==> src/rtl/usw_pkg.sv <==
package usw_pkg;

    // request opcodes
    localparam logic [1:0] OP_PUSH     = 2'd0;
    localparam logic [1:0] OP_END_WORD = 2'd1;
    localparam logic [1:0] OP_END_LIST = 2'd2;
    localparam logic [1:0] OP_PULL     = 2'd3;

    typedef struct packed {
        logic [1:0] opcode;
        logic [7:0] ch;
    } req_t;

    typedef struct packed {
        logic [7:0] out_char;
        logic       last_of_word;
        logic       last_of_list;
        logic       empty_res;
        logic       dropped;
    } rsp_t;

    // order memory read address select
    typedef enum logic [1:0] {
        ORD_SEL_P  = 2'd0,
        ORD_SEL_Q1 = 2'd1,
        ORD_SEL_RW = 2'd2
    } ord_sel_t;

    // outcome of one compare step between a stored word and the pending word
    typedef enum logic [1:0] {
        CMP_MATCH   = 2'd0,
        CMP_LESS    = 2'd1,
        CMP_GREATER = 2'd2,
        CMP_EQUAL   = 2'd3
    } cmp_t;

    typedef struct packed {
        logic     push;
        logic     scan_init;
        logic     col_inc;
        logic     next_word;
        logic     ld_base;
        logic     base_cnt;
        logic     char_wr;
        logic     len_wr;
        logic     q_init;
        logic     q_dec;
        ord_sel_t ord_sel;
        logic     ord_wr;
        logic     ord_ins;
        logic     commit;
        logic     fin;
        logic     fin_sort;
        logic     set_drop;
        logic     addr_pull;
        logic     out_empty;
        logic     out_load;
    } cmd_t;

    typedef struct packed {
        logic plen_zero;
        logic cnt_zero;
        logic full;
        logic p_last;
        cmp_t cmp;
        logic wr_last;
        logic q_at_p;
        logic pull_empty;
        logic out_valid;
        logic sorted;
    } sts_t;

endpackage

==> src/rtl/usw_ctrl.sv <==
module usw_ctrl (
    input  logic          clk,
    input  logic          rst_n,
    input  logic          req_valid,
    input  logic [1:0]    req_opcode,
    output logic          req_stall,
    input  usw_pkg::sts_t sts,
    output usw_pkg::cmd_t cmd
);

    typedef enum logic [14:0] {
        S_IDLE = 15'b000000000000001,
        S_ORD  = 15'b000000000000010,
        S_ROW  = 15'b000000000000100,
        S_RD   = 15'b000000000001000,
        S_CMP  = 15'b000000000010000,
        S_INS  = 15'b000000000100000,
        S_WR   = 15'b000000001000000,
        S_SCHK = 15'b000000010000000,
        S_SRD  = 15'b000000100000000,
        S_SWR  = 15'b000001000000000,
        S_FIN  = 15'b000010000000000,
        S_PORD = 15'b000100000000000,
        S_PROW = 15'b001000000000000,
        S_PRD  = 15'b010000000000000,
        S_POUT = 15'b100000000000000
    } state_t;

    state_t     state_reg, state_next;
    logic       list_end_reg, list_end_next;
    logic       accept;

    assign req_stall = (state_reg != S_IDLE)
                     || (sts.out_valid && (req_opcode == usw_pkg::OP_PULL));
    assign accept = req_valid && !req_stall;

    always_comb
    begin
        state_next    = state_reg;
        list_end_next = list_end_reg;
        cmd           = '0;
        cmd.ord_sel   = usw_pkg::ORD_SEL_P;
        unique case (state_reg)
            S_IDLE:
            begin
                if (accept)
                begin
                    if (req_opcode == usw_pkg::OP_PULL)
                    begin
                        if (sts.pull_empty)
                            cmd.out_empty = 1'b1;
                        else
                            state_next = S_PORD;
                    end
                    else if (!sts.sorted)
                    begin
                        if (req_opcode == usw_pkg::OP_PUSH)
                            cmd.push = 1'b1;
                        else
                        begin
                            list_end_next = (req_opcode == usw_pkg::OP_END_LIST);
                            if (sts.plen_zero)
                                state_next = S_FIN;
                            else
                            begin
                                cmd.scan_init = 1'b1;
                                state_next = sts.cnt_zero ? S_INS : S_ORD;
                            end
                        end
                    end
                end
            end
            S_ORD:  state_next = S_ROW;
            S_ROW:
            begin
                cmd.ld_base = 1'b1;
                state_next  = S_RD;
            end
            S_RD:   state_next = S_CMP;
            S_CMP:
            begin
                unique case (sts.cmp)
                    usw_pkg::CMP_MATCH:
                    begin
                        cmd.col_inc = 1'b1;
                        state_next  = S_RD;
                    end
                    usw_pkg::CMP_LESS:
                    begin
                        cmd.next_word = 1'b1;
                        state_next    = sts.p_last ? S_INS : S_ORD;
                    end
                    usw_pkg::CMP_GREATER: state_next = S_INS;
                    usw_pkg::CMP_EQUAL:   state_next = S_FIN;
                    default:              state_next = S_FIN;
                endcase
            end
            S_INS:
            begin
                if (sts.full)
                begin
                    cmd.set_drop = 1'b1;
                    state_next   = S_FIN;
                end
                else
                begin
                    cmd.ld_base  = 1'b1;
                    cmd.base_cnt = 1'b1;
                    cmd.len_wr   = 1'b1;
                    cmd.q_init   = 1'b1;
                    state_next   = S_WR;
                end
            end
            S_WR:
            begin
                cmd.char_wr = 1'b1;
                cmd.col_inc = 1'b1;
                if (sts.wr_last)
                    state_next = S_SCHK;
            end
            S_SCHK:
            begin
                if (sts.q_at_p)
                begin
                    cmd.ord_wr  = 1'b1;
                    cmd.ord_ins = 1'b1;
                    cmd.commit  = 1'b1;
                    state_next  = S_FIN;
                end
                else
                    state_next = S_SRD;
            end
            S_SRD:
            begin
                cmd.ord_sel = usw_pkg::ORD_SEL_Q1;
                state_next  = S_SWR;
            end
            S_SWR:
            begin
                cmd.ord_wr = 1'b1;
                cmd.q_dec  = 1'b1;
                state_next = S_SCHK;
            end
            S_FIN:
            begin
                cmd.fin      = 1'b1;
                cmd.fin_sort = list_end_reg;
                state_next   = S_IDLE;
            end
            S_PORD:
            begin
                cmd.ord_sel = usw_pkg::ORD_SEL_RW;
                state_next  = S_PROW;
            end
            S_PROW:
            begin
                cmd.ord_sel = usw_pkg::ORD_SEL_RW;
                cmd.ld_base = 1'b1;
                state_next  = S_PRD;
            end
            S_PRD:
            begin
                cmd.ord_sel   = usw_pkg::ORD_SEL_RW;
                cmd.addr_pull = 1'b1;
                state_next    = S_POUT;
            end
            S_POUT:
            begin
                cmd.ord_sel   = usw_pkg::ORD_SEL_RW;
                cmd.addr_pull = 1'b1;
                cmd.out_load  = 1'b1;
                state_next    = S_IDLE;
            end
            default: state_next = S_IDLE;
        endcase
    end

    always_ff @(posedge clk or negedge rst_n)
    begin
        if (!rst_n)
        begin
            state_reg    <= S_IDLE;
            list_end_reg <= 1'b0;
        end
        else
        begin
            state_reg    <= state_next;
            list_end_reg <= list_end_next;
        end
    end

endmodule

==> config.mk <==
export PLATFORM = sky130hd
export DESIGN_NAME = usw_ctrl
export DESIGN_NICKNAME = d
export VERILOG_FILES = /design/src/rtl/usw_pkg.sv /design/src/rtl/usw_ctrl.sv
export SDC_FILE = /design/constraint.sdc
export NUM_CORES = 1
export LEC_CHECK = 0
export BUFFER_PORTS_ARGS = -buffer_cell sky130_fd_sc_hd__clkbuf_2
export CORE_ASPECT_RATIO = 0.5
export CORE_UTILIZATION = 40
export DETAILED_ROUTE_END_ITERATION = 7
export GPL_TIMING_DRIVEN = 1
export HOLD_SLACK_MARGIN = 0.1
export SKIP_CTS_REPAIR_TIMING = 1
export SLEW_MARGIN = 20
export SYNTH_ARGS = -nofsm -noshare
export SYNTH_HDL_FRONTEND = slang
export SYNTH_SLANG_ARGS = --single-unit
export TNS_END_PERCENT = 20
==> constraint.sdc <==
create_clock -name clk -period 2.8 [get_ports clk]
set_input_delay 0.56 -clock clk [delete_from_list [all_inputs] [get_ports clk]]
set_output_delay 0.56 -clock clk [all_outputs]
set_load 0.05 [all_outputs]
# --- Yosys cells after proc, flatten, opt, wreduce, memory -nomap -nowiden ---
# Index checks and enable logic that the tools add are counted.
word_totals:
  elab_cells: 85
  output_inout_bits: 22
  reg_bits: 16
  input_bits: 16
classes:
  reduce_logical: 11
  n_bitwise: 3
  muxes: 43
  eq_ne: 26
ops:
  columns: ["cell", "count"]
  rows:
  - ["15-bit case mux with 13 select lines", 1]
  - ["15-bit 2-to-1 mux", 6]
  - ["15-bit case mux with 4 select lines", 1]
  - ["11-bit 2-to-1 mux", 3]
  - ["1-bit 2-to-1 mux", 17]
  - ["2-bit 2-to-1 mux", 8]
  - ["15-bit by 1-bit equality test with 1-bit output, second input constant", 1]
  - ["15-bit by 10-bit equality test with 1-bit output, second input constant", 1]
  - ["15-bit by 11-bit equality test with 1-bit output, second input constant", 1]
  - ["15-bit by 12-bit equality test with 1-bit output, second input constant", 1]
  - ["15-bit by 13-bit equality test with 1-bit output, second input constant", 1]
  - ["15-bit by 14-bit equality test with 1-bit output, second input constant", 1]
  - ["15-bit equality test, second input constant", 1]
  - ["15-bit by 2-bit equality test with 1-bit output, second input constant", 1]
  - ["15-bit by 3-bit equality test with 1-bit output, second input constant", 1]
  - ["15-bit by 4-bit equality test with 1-bit output, second input constant", 1]
  - ["15-bit by 5-bit equality test with 1-bit output, second input constant", 1]
  - ["15-bit by 6-bit equality test with 1-bit output, second input constant", 1]
  - ["15-bit by 7-bit equality test with 1-bit output, second input constant", 1]
  - ["15-bit by 8-bit equality test with 1-bit output, second input constant", 1]
  - ["15-bit by 9-bit equality test with 1-bit output, second input constant", 1]
  - ["15-bit by 1-bit != test with 1-bit output, second input constant", 1]
  - ["6-bit 2-to-1 mux", 2]
  - ["5-bit AND reduction", 2]
  - ["14 further kinds", 27]

# --- Logic depth before layout (Yosys ltp) ---
# Gate-level depths: netlist (run 1).
depth:
  ltp_word: 7
  ltp_mapped: 7

# --- Least setup slack after synthesis (run 1) ---
# Ideal clock, no wire load.
synth_timing:
  kind: "register -> output"
  from: "register state_reg[4]"
  to: "output cmd[19] (netlist bit)"
  t_arrival_ns: 2.846
  path_stages_with_launch: 5
  slack_ns: -0.606
  required_ns: 2.240
  path_buffers: 0
  cell_sequence: "dfrtp_1 > nor4_4 > and4_2 > nand3_1 > nor4_1"
synth_lines:
  columns: ["element", "line_no", "rtl"]
  rows:
  - ["start, declared", "usw_ctrl.sv:29", "state_t state_reg, state_next;"]
  - ["start signal, assigned", "usw_ctrl.sv:187", "state_reg <= state_next;"]
  - ["end, declared", "usw_ctrl.sv:8", "output usw_pkg::cmd_t cmd"]

==> results.md, run 1 <==
- Final Skew: 0.00122 ns
- Setup tns final: 0 ns
- Initial antenna violation count: 0
- HP Class: in2async
- # fillers: 302
- Clock root buffer: clkbuf_8
- RSZ-0062 raised after global routing: true
- Syn Nets: 161
- DR WL/cell: 13.8 µm
- DRT antenna net count: 0
- Max capacitance violation total: 0
- Reg2Reg Capture Point: list_end_reg
- Initial Util: 0.429
- Seq/Total Area, Yosys: 0.307
- GPL Wtd Cong: 0.782
- Number of nets in the layout: 209
- Leak pwr: 0.840 nW
- Reg clk slew, reported paths: 0.06 ns
- Final count of hold timing violations: 0
- Pin count of the biggest net entering global routing: 17
- Flop2flop setup slack: 0.81 ns
- I/O pins: 38
- Post-Route WL: 3150 µm
- Share of post-route cells with drive strength above 1: 0.410
- TritonCTS Buffers: 3
- Pre-CTS setup slack: 0.243 ns
- Clock sink count: 16
- Mapped cell area: 1310 µm²
- Mapped Cells: 141
- Max Slew Vio Count: 0
- Antenna Cells: 0
- P&R area growth vs syn: 25.9%
- CP arrival: 2.16 ns
- Die area: 3520 µm²
- Grt ovf: 0
- Placed cell count: 223
- 1st-pass router iterations: 4
- IO Port Bufs: 37
- CORE AREA: 3050 µm²
- CP required: 2.24 ns
- Post-route DRC violation count: 0
- Final setup fails: 0
- DIE WIDTH: 82.9 µm
- Final critical-path share of the clock period: 0.970
- Syn avg cell area: 9.27 µm²
- Crit-path max FO: 8
- CTS tree: done
- Initial DRC Count: 97
- Htree depth: 1
- Asr flop ratio synth: 1.00
- Setup CP Type: reg2out
- #FFs+latches synth: 16
- Most frequent cells in the layout: clkbuf_2 (32), buf_4 (16), dfrtp_1 (15)
- Post-route setup slack: 0.0841 ns
- All-Layer GR Usage: 0.193
- Commonest non-fill, non-tap cell in the layout: clkbuf_2
- Global-route wire length before repair: 5350 µm
- Worst setup SP type: flip-flop
- Number of synthesized flops with an enable pin: 0
- Num rows: 14
- Max reg flops: 15
- Vias post-DR: 1,255
- Synthesis warning total: 0
- Max-slew headroom: 0.723
- Most used flip-flop cell after synthesis: dfrtp_1
- Via/cell ratio: 5.50
- Final Non-Filler Cells: 228
- Min Tclk post-route: 2.72 ns
- Fmax: 368 MHz
- Vias in the first global route: 1,132
- Clock Latency Late Sink: 0.25 ns
- Status: finished clean
- Final HPWL from detailed placement: 2480 µm
- Pwr Density: 786 nW/µm²
- Slew @ Worst Pin: 0.416 ns
- Die height: 42.4 µm
- CTS max path bufs: 2
- Peak supply drop: 0.546 mV
- Worst reg2reg startpoint: state_reg[0]
- Count of different cell masters after synthesis: 49
- Reg2reg path depth: 5
- Crit. End Element: primary output
Yosys cell counts, drive strengths merged (2+ instances only):
library cell,instances,share of area
a21oi,3,0.014
clkbuf,3,0.032
and4b,3,0.023
nand3,9,0.034
ha,4,0.038
nor3,5,0.023
o22ai,3,0.014
inv,11,0.032
nor4,7,0.061
xor2,3,0.020
nor2,9,0.026
nor4b,9,0.070
nand3b,2,0.011
dfrtp,15,0.29
or4,2,0.014
and2b,2,0.013
buf,5,0.027
or4b,2,0.015
and4,2,0.014
nand4,7,0.045
nand2,7,0.020
and3,2,0.011
o21ai,9,0.034
nand2b,2,0.0096
through the flow:
stage	util	area [µm²]	power (mW)	hold WS [ns]
3_5_place_dp	0.517	1580	1.07	0.494
2_1_floorplan	-	1320	0.848	0.264
6_report	0.540	1650	1.29	0.228
3_3_place_gp	0.517	1580	1.08	0.492
4_1_cts	0.532	1620	1.26	0.240
5_1_grt	0.540	1650	1.38	0.266
where the power goes:
group	leakage [nW]	total [mW]	switching [mW]	internal [mW]
Clock	0.0228	0.182	0.0810	0.101
Combinational	0.599	0.791	0.467	0.324
Sequential	0.218	0.321	0.0485	0.272
Total	0.840	1.29	0.596	0.697
layer usage:
| layer | share of wire | GRT usage |
|---|---|---|
| met5 | 0 | 0 |
| met4 | 0.0067 | 0.0414 |
| met1 | 0.52 | 0.277 |
| met2 | 0.42 | 0.295 |
| met3 | 0.057 | 0.0453 |
worst max-delay path, cell delays in order (launching register included):
cell and delay, ns:
dfstp_2 0.40, or4_1 0.57, nor4b_2 0.25, buf_4 0.16, nand4_1 0.16, inv_1 0.12
clkbuf_4 0.24
cells by family after synthesis:
group / Yosys count / synth area share
xor+xnor: 4 / 0.0268
compound gates: 22 / 0.109
mux: 2 / 0.0163
buf+inv: 19 / 0.0900
flops: 16 / 0.307
fa+ha+maj: 4 / 0.0383
simple gates: 74 / 0.412
worst max path at each step:
stage,from,endpoint,slack (ns),cells past startpoint
after floorplan,state_reg[4],cmd[20],-0.40,3
after global placement,state_reg[9],cmd[18],0.30,6
after detailed placement,state_reg[9],cmd[18],0.24,6
after CTS,state_reg[9],cmd[18],-0.05,6
after global routing,state_reg[0],cmd[6],-0.01,6
final,state_reg[0],cmd[6],0.08,6
cell type report:
type | instances | area [µm²] | area share
clock buffers | 4 | 45.0 | 0.0274
inverters | 11 | 41.3 | 0.0251
multi-input cells | 106 | 808 | 0.491
flip-flops and latches | 16 | 402 | 0.244
well taps | 40 | 50.0 | 0.0304
repair buffers | 51 | 300 | 0.182
Note: power is estimated with default switching activity, not from simulation.
==> run 2: changes to the inputs <==
GPL_TIMING_DRIVEN = unset   (was 1)
RECOVER_POWER = 25   (was unset)
SLEW_MARGIN = unset   (was 20)
==> run 2 against run 1 <==
Global-route usage unchanged. Sequential share of layout area about the same. Clock-buffer cell count unchanged. Final area about the same. Non-clock buffer count unchanged. Clock skew unchanged. Combinational power about the same. Worst hold slack better by 0.17 ns. Largest power group unchanged. First-iteration DRC count unchanged.
==> results.md, run 2 (synthesis results as in run 1) <==
- DRT antenna net count: 0 (unchanged)
- Share of post-route cells with drive strength above 1: 0.404 (-0.00532)
- Initial antenna violation count: 0 (unchanged)
- Global-route wire length before repair: 5350 µm (unchanged)
- Status: finished clean
- Fmax: 368 MHz (about the same)
- Max Slew Vio Count: 0 (unchanged)
- Vias in the first global route: 1,132 (unchanged)
- CORE AREA: 3050 µm² (unchanged)
- Reg power frac: 0.248 (about the same)
- Post-route cell area: 1650 µm² (about the same)
- HP Class: in2async
- Reg clk slew, reported paths: 0.06 ns (about the same)
- Internal Power: 0.697 mW (about the same)
- Leak pwr: 0.837 nW (-0.35%)
- CP arrival: 2.16 ns (about the same)
- Slowest stage delay, CP: 0.57 ns (about the same)
- P&R area growth vs syn: 25.8% (about the same)
- Htree depth: 1 (unchanged)
- Post-layout util: 0.540 (about the same)
- Peak supply drop: 0.546 mV (unchanged)
- Vias post-DR: 1,256 (+0.080%)
- Initial DRC Count: 97 (unchanged)
- CTS tree: done
- DR WL/cell: 13.8 µm (about the same)
- All-Layer GR Usage: 0.193 (unchanged)
- Initial Util: 0.429 (unchanged)
- Final setup fails: 0 (unchanged)
- I/O pins: 38 (unchanged)
- Post-route DRC violation count: 0 (unchanged)
- RSZ-0062 raised after global routing: true
- Pin count of the biggest net entering global routing: 17 (unchanged)
- Crit-path max FO: 8 (unchanged)
- Most frequent cells in the layout: clkbuf_2 (31), buf_4 (16), dfrtp_1 (15)
- Met3 Track Usage GR: 0.0453 (unchanged)
- Antenna Cells: 0 (unchanged)
- Max capacitance violation total: 0 (unchanged)
- Max-slew headroom: 0.414 (-0.309)
- # fillers: 303 (+0.33%)
- Number of nets in the layout: 209 (unchanged)
- Post-layout power: 1.29 mW (about the same)
- Post-Route WL: 3140 µm (about the same)
- Routing usage on met2: 0.295 (unchanged)
- Crit path cell chain: or4_1 > nor4b_2 > buf_4 > nand4_1 > inv_1 > clkbuf_4
- Via/cell ratio: 5.51 (about the same)
- Worst setup SP type: flip-flop
- Dpl cell area: 1580 µm² (unchanged)
- Met1 Resource Use GR: 0.277 (unchanged)
- Slew @ Worst Pin: 0.879 ns (+0.463 ns)
- Sw Share: 0.461 (about the same)
- TritonCTS Buffers: 3 (unchanged)
- Clock root buffer: clkbuf_8
- Setup tns final: 0 ns (unchanged)
- Final count of hold timing violations: 0 (unchanged)
- Min Tclk post-route: 2.72 ns (-0.00000510 ns)
- Clock sink count: 16 (unchanged)
- Final Skew: 0.00122 ns (unchanged)
- Die area: 3520 µm² (unchanged)
- Area occupied by multi-input gates: 808 µm² (unchanged)
- Final Non-Filler Cells: 228 (unchanged)
- 1st-pass router iterations: 4 (unchanged)
- Final HPWL from detailed placement: 2480 µm (unchanged)
- Pre-CTS setup slack: 0.243 ns (unchanged)
- IO Port Bufs: 37 (unchanged)
- Clock share of power: 0.141 (about the same)
- Slowest cell on crit path: or4_1
- Die height: 42.4 µm (unchanged)
- Commonest non-fill, non-tap cell in the layout: clkbuf_2
- Hold_ws: 0.400 ns (+0.172 ns)
- DIE WIDTH: 82.9 µm (unchanged)
- GRT busiest layer: met2
- CP startpoint: state_reg[0]
- Post-route setup slack: 0.0841 ns (+0.00000510 ns)
- GPL Wtd Cong: 0.782 (unchanged)
- Final critical-path share of the clock period: 0.970 (about the same)
- Register area: 402 µm² (unchanged)
- Pwr Density: 786 nW/µm² (about the same)
- P_sw: 0.596 mW (about the same)
- Num rows: 14 (unchanged)
- Worst reg2reg startpoint: state_reg[0]
- Placed cell count: 223 (unchanged)
- CTS max path bufs: 2 (unchanged)
- Max reg flops: 15 (unchanged)
- Setup CP Type: reg2out
- CP required: 2.24 ns (about the same)
- Gate power share: 0.611 (about the same)
- Crit. End Element: primary output
- Clock Latency Late Sink: 0.25 ns (about the same)
- Grt ovf: 0 (unchanged)
run 2: cell counts in the layout (fill, tap and decap cells not counted):
No cell type changed its count.
run 2: layer usage:
metal | wire length, µm | vias to the layer above
li1 | - | 628
met1 | 1640 | 592
met2 | 1310 | 34
met3 | 178 | 2
met4 | 21 | 0
met5 | 0 | -
run 2: area by class of cell:
cell class                      count  share of cell area
Clock buffer                        4              0.0274
Inverter                           11              0.0251
Multi-Input combinational cell    106               0.491
Sequential cell                    16               0.244
Tap cell                           40              0.0304
Timing Repair Buffer               51               0.182
run 2: power by group through the flow:
| stage | registers [mW] | clock network, mW | logic (mW) |
|---|---|---|---|
| after floorplan | 0.318 | 0 | 0.530 |
| after global placement | 0.323 | 0 | 0.756 |
| after detailed placement | 0.325 | 0 | 0.750 |
| after CTS | 0.321 | 0.187 | 0.755 |
| after global routing | 0.330 | 0.193 | 0.853 |
| final | 0.321 | 0.182 | 0.791 |
run 2: critical path, delay by kind of cell, from the launching register on:
family	cells	cell delay (ns)
simple gates	3	0.98
buf+inv	3	0.52
flops	1	0.40
run 2: worst paths after layout:
kind	to	slack (ns)	cells past startpoint
setup reg to reg	list_end_reg	0.81	5
min in group clk	state_reg[8]	0.49	2
max in group asynchronous	state_reg[9]	1.86	1
setup / recovery	cmd[6]	0.08	6
hold / removal	state_reg[2]	0.40	1
hold reg to reg	list_end_reg	0.50	1
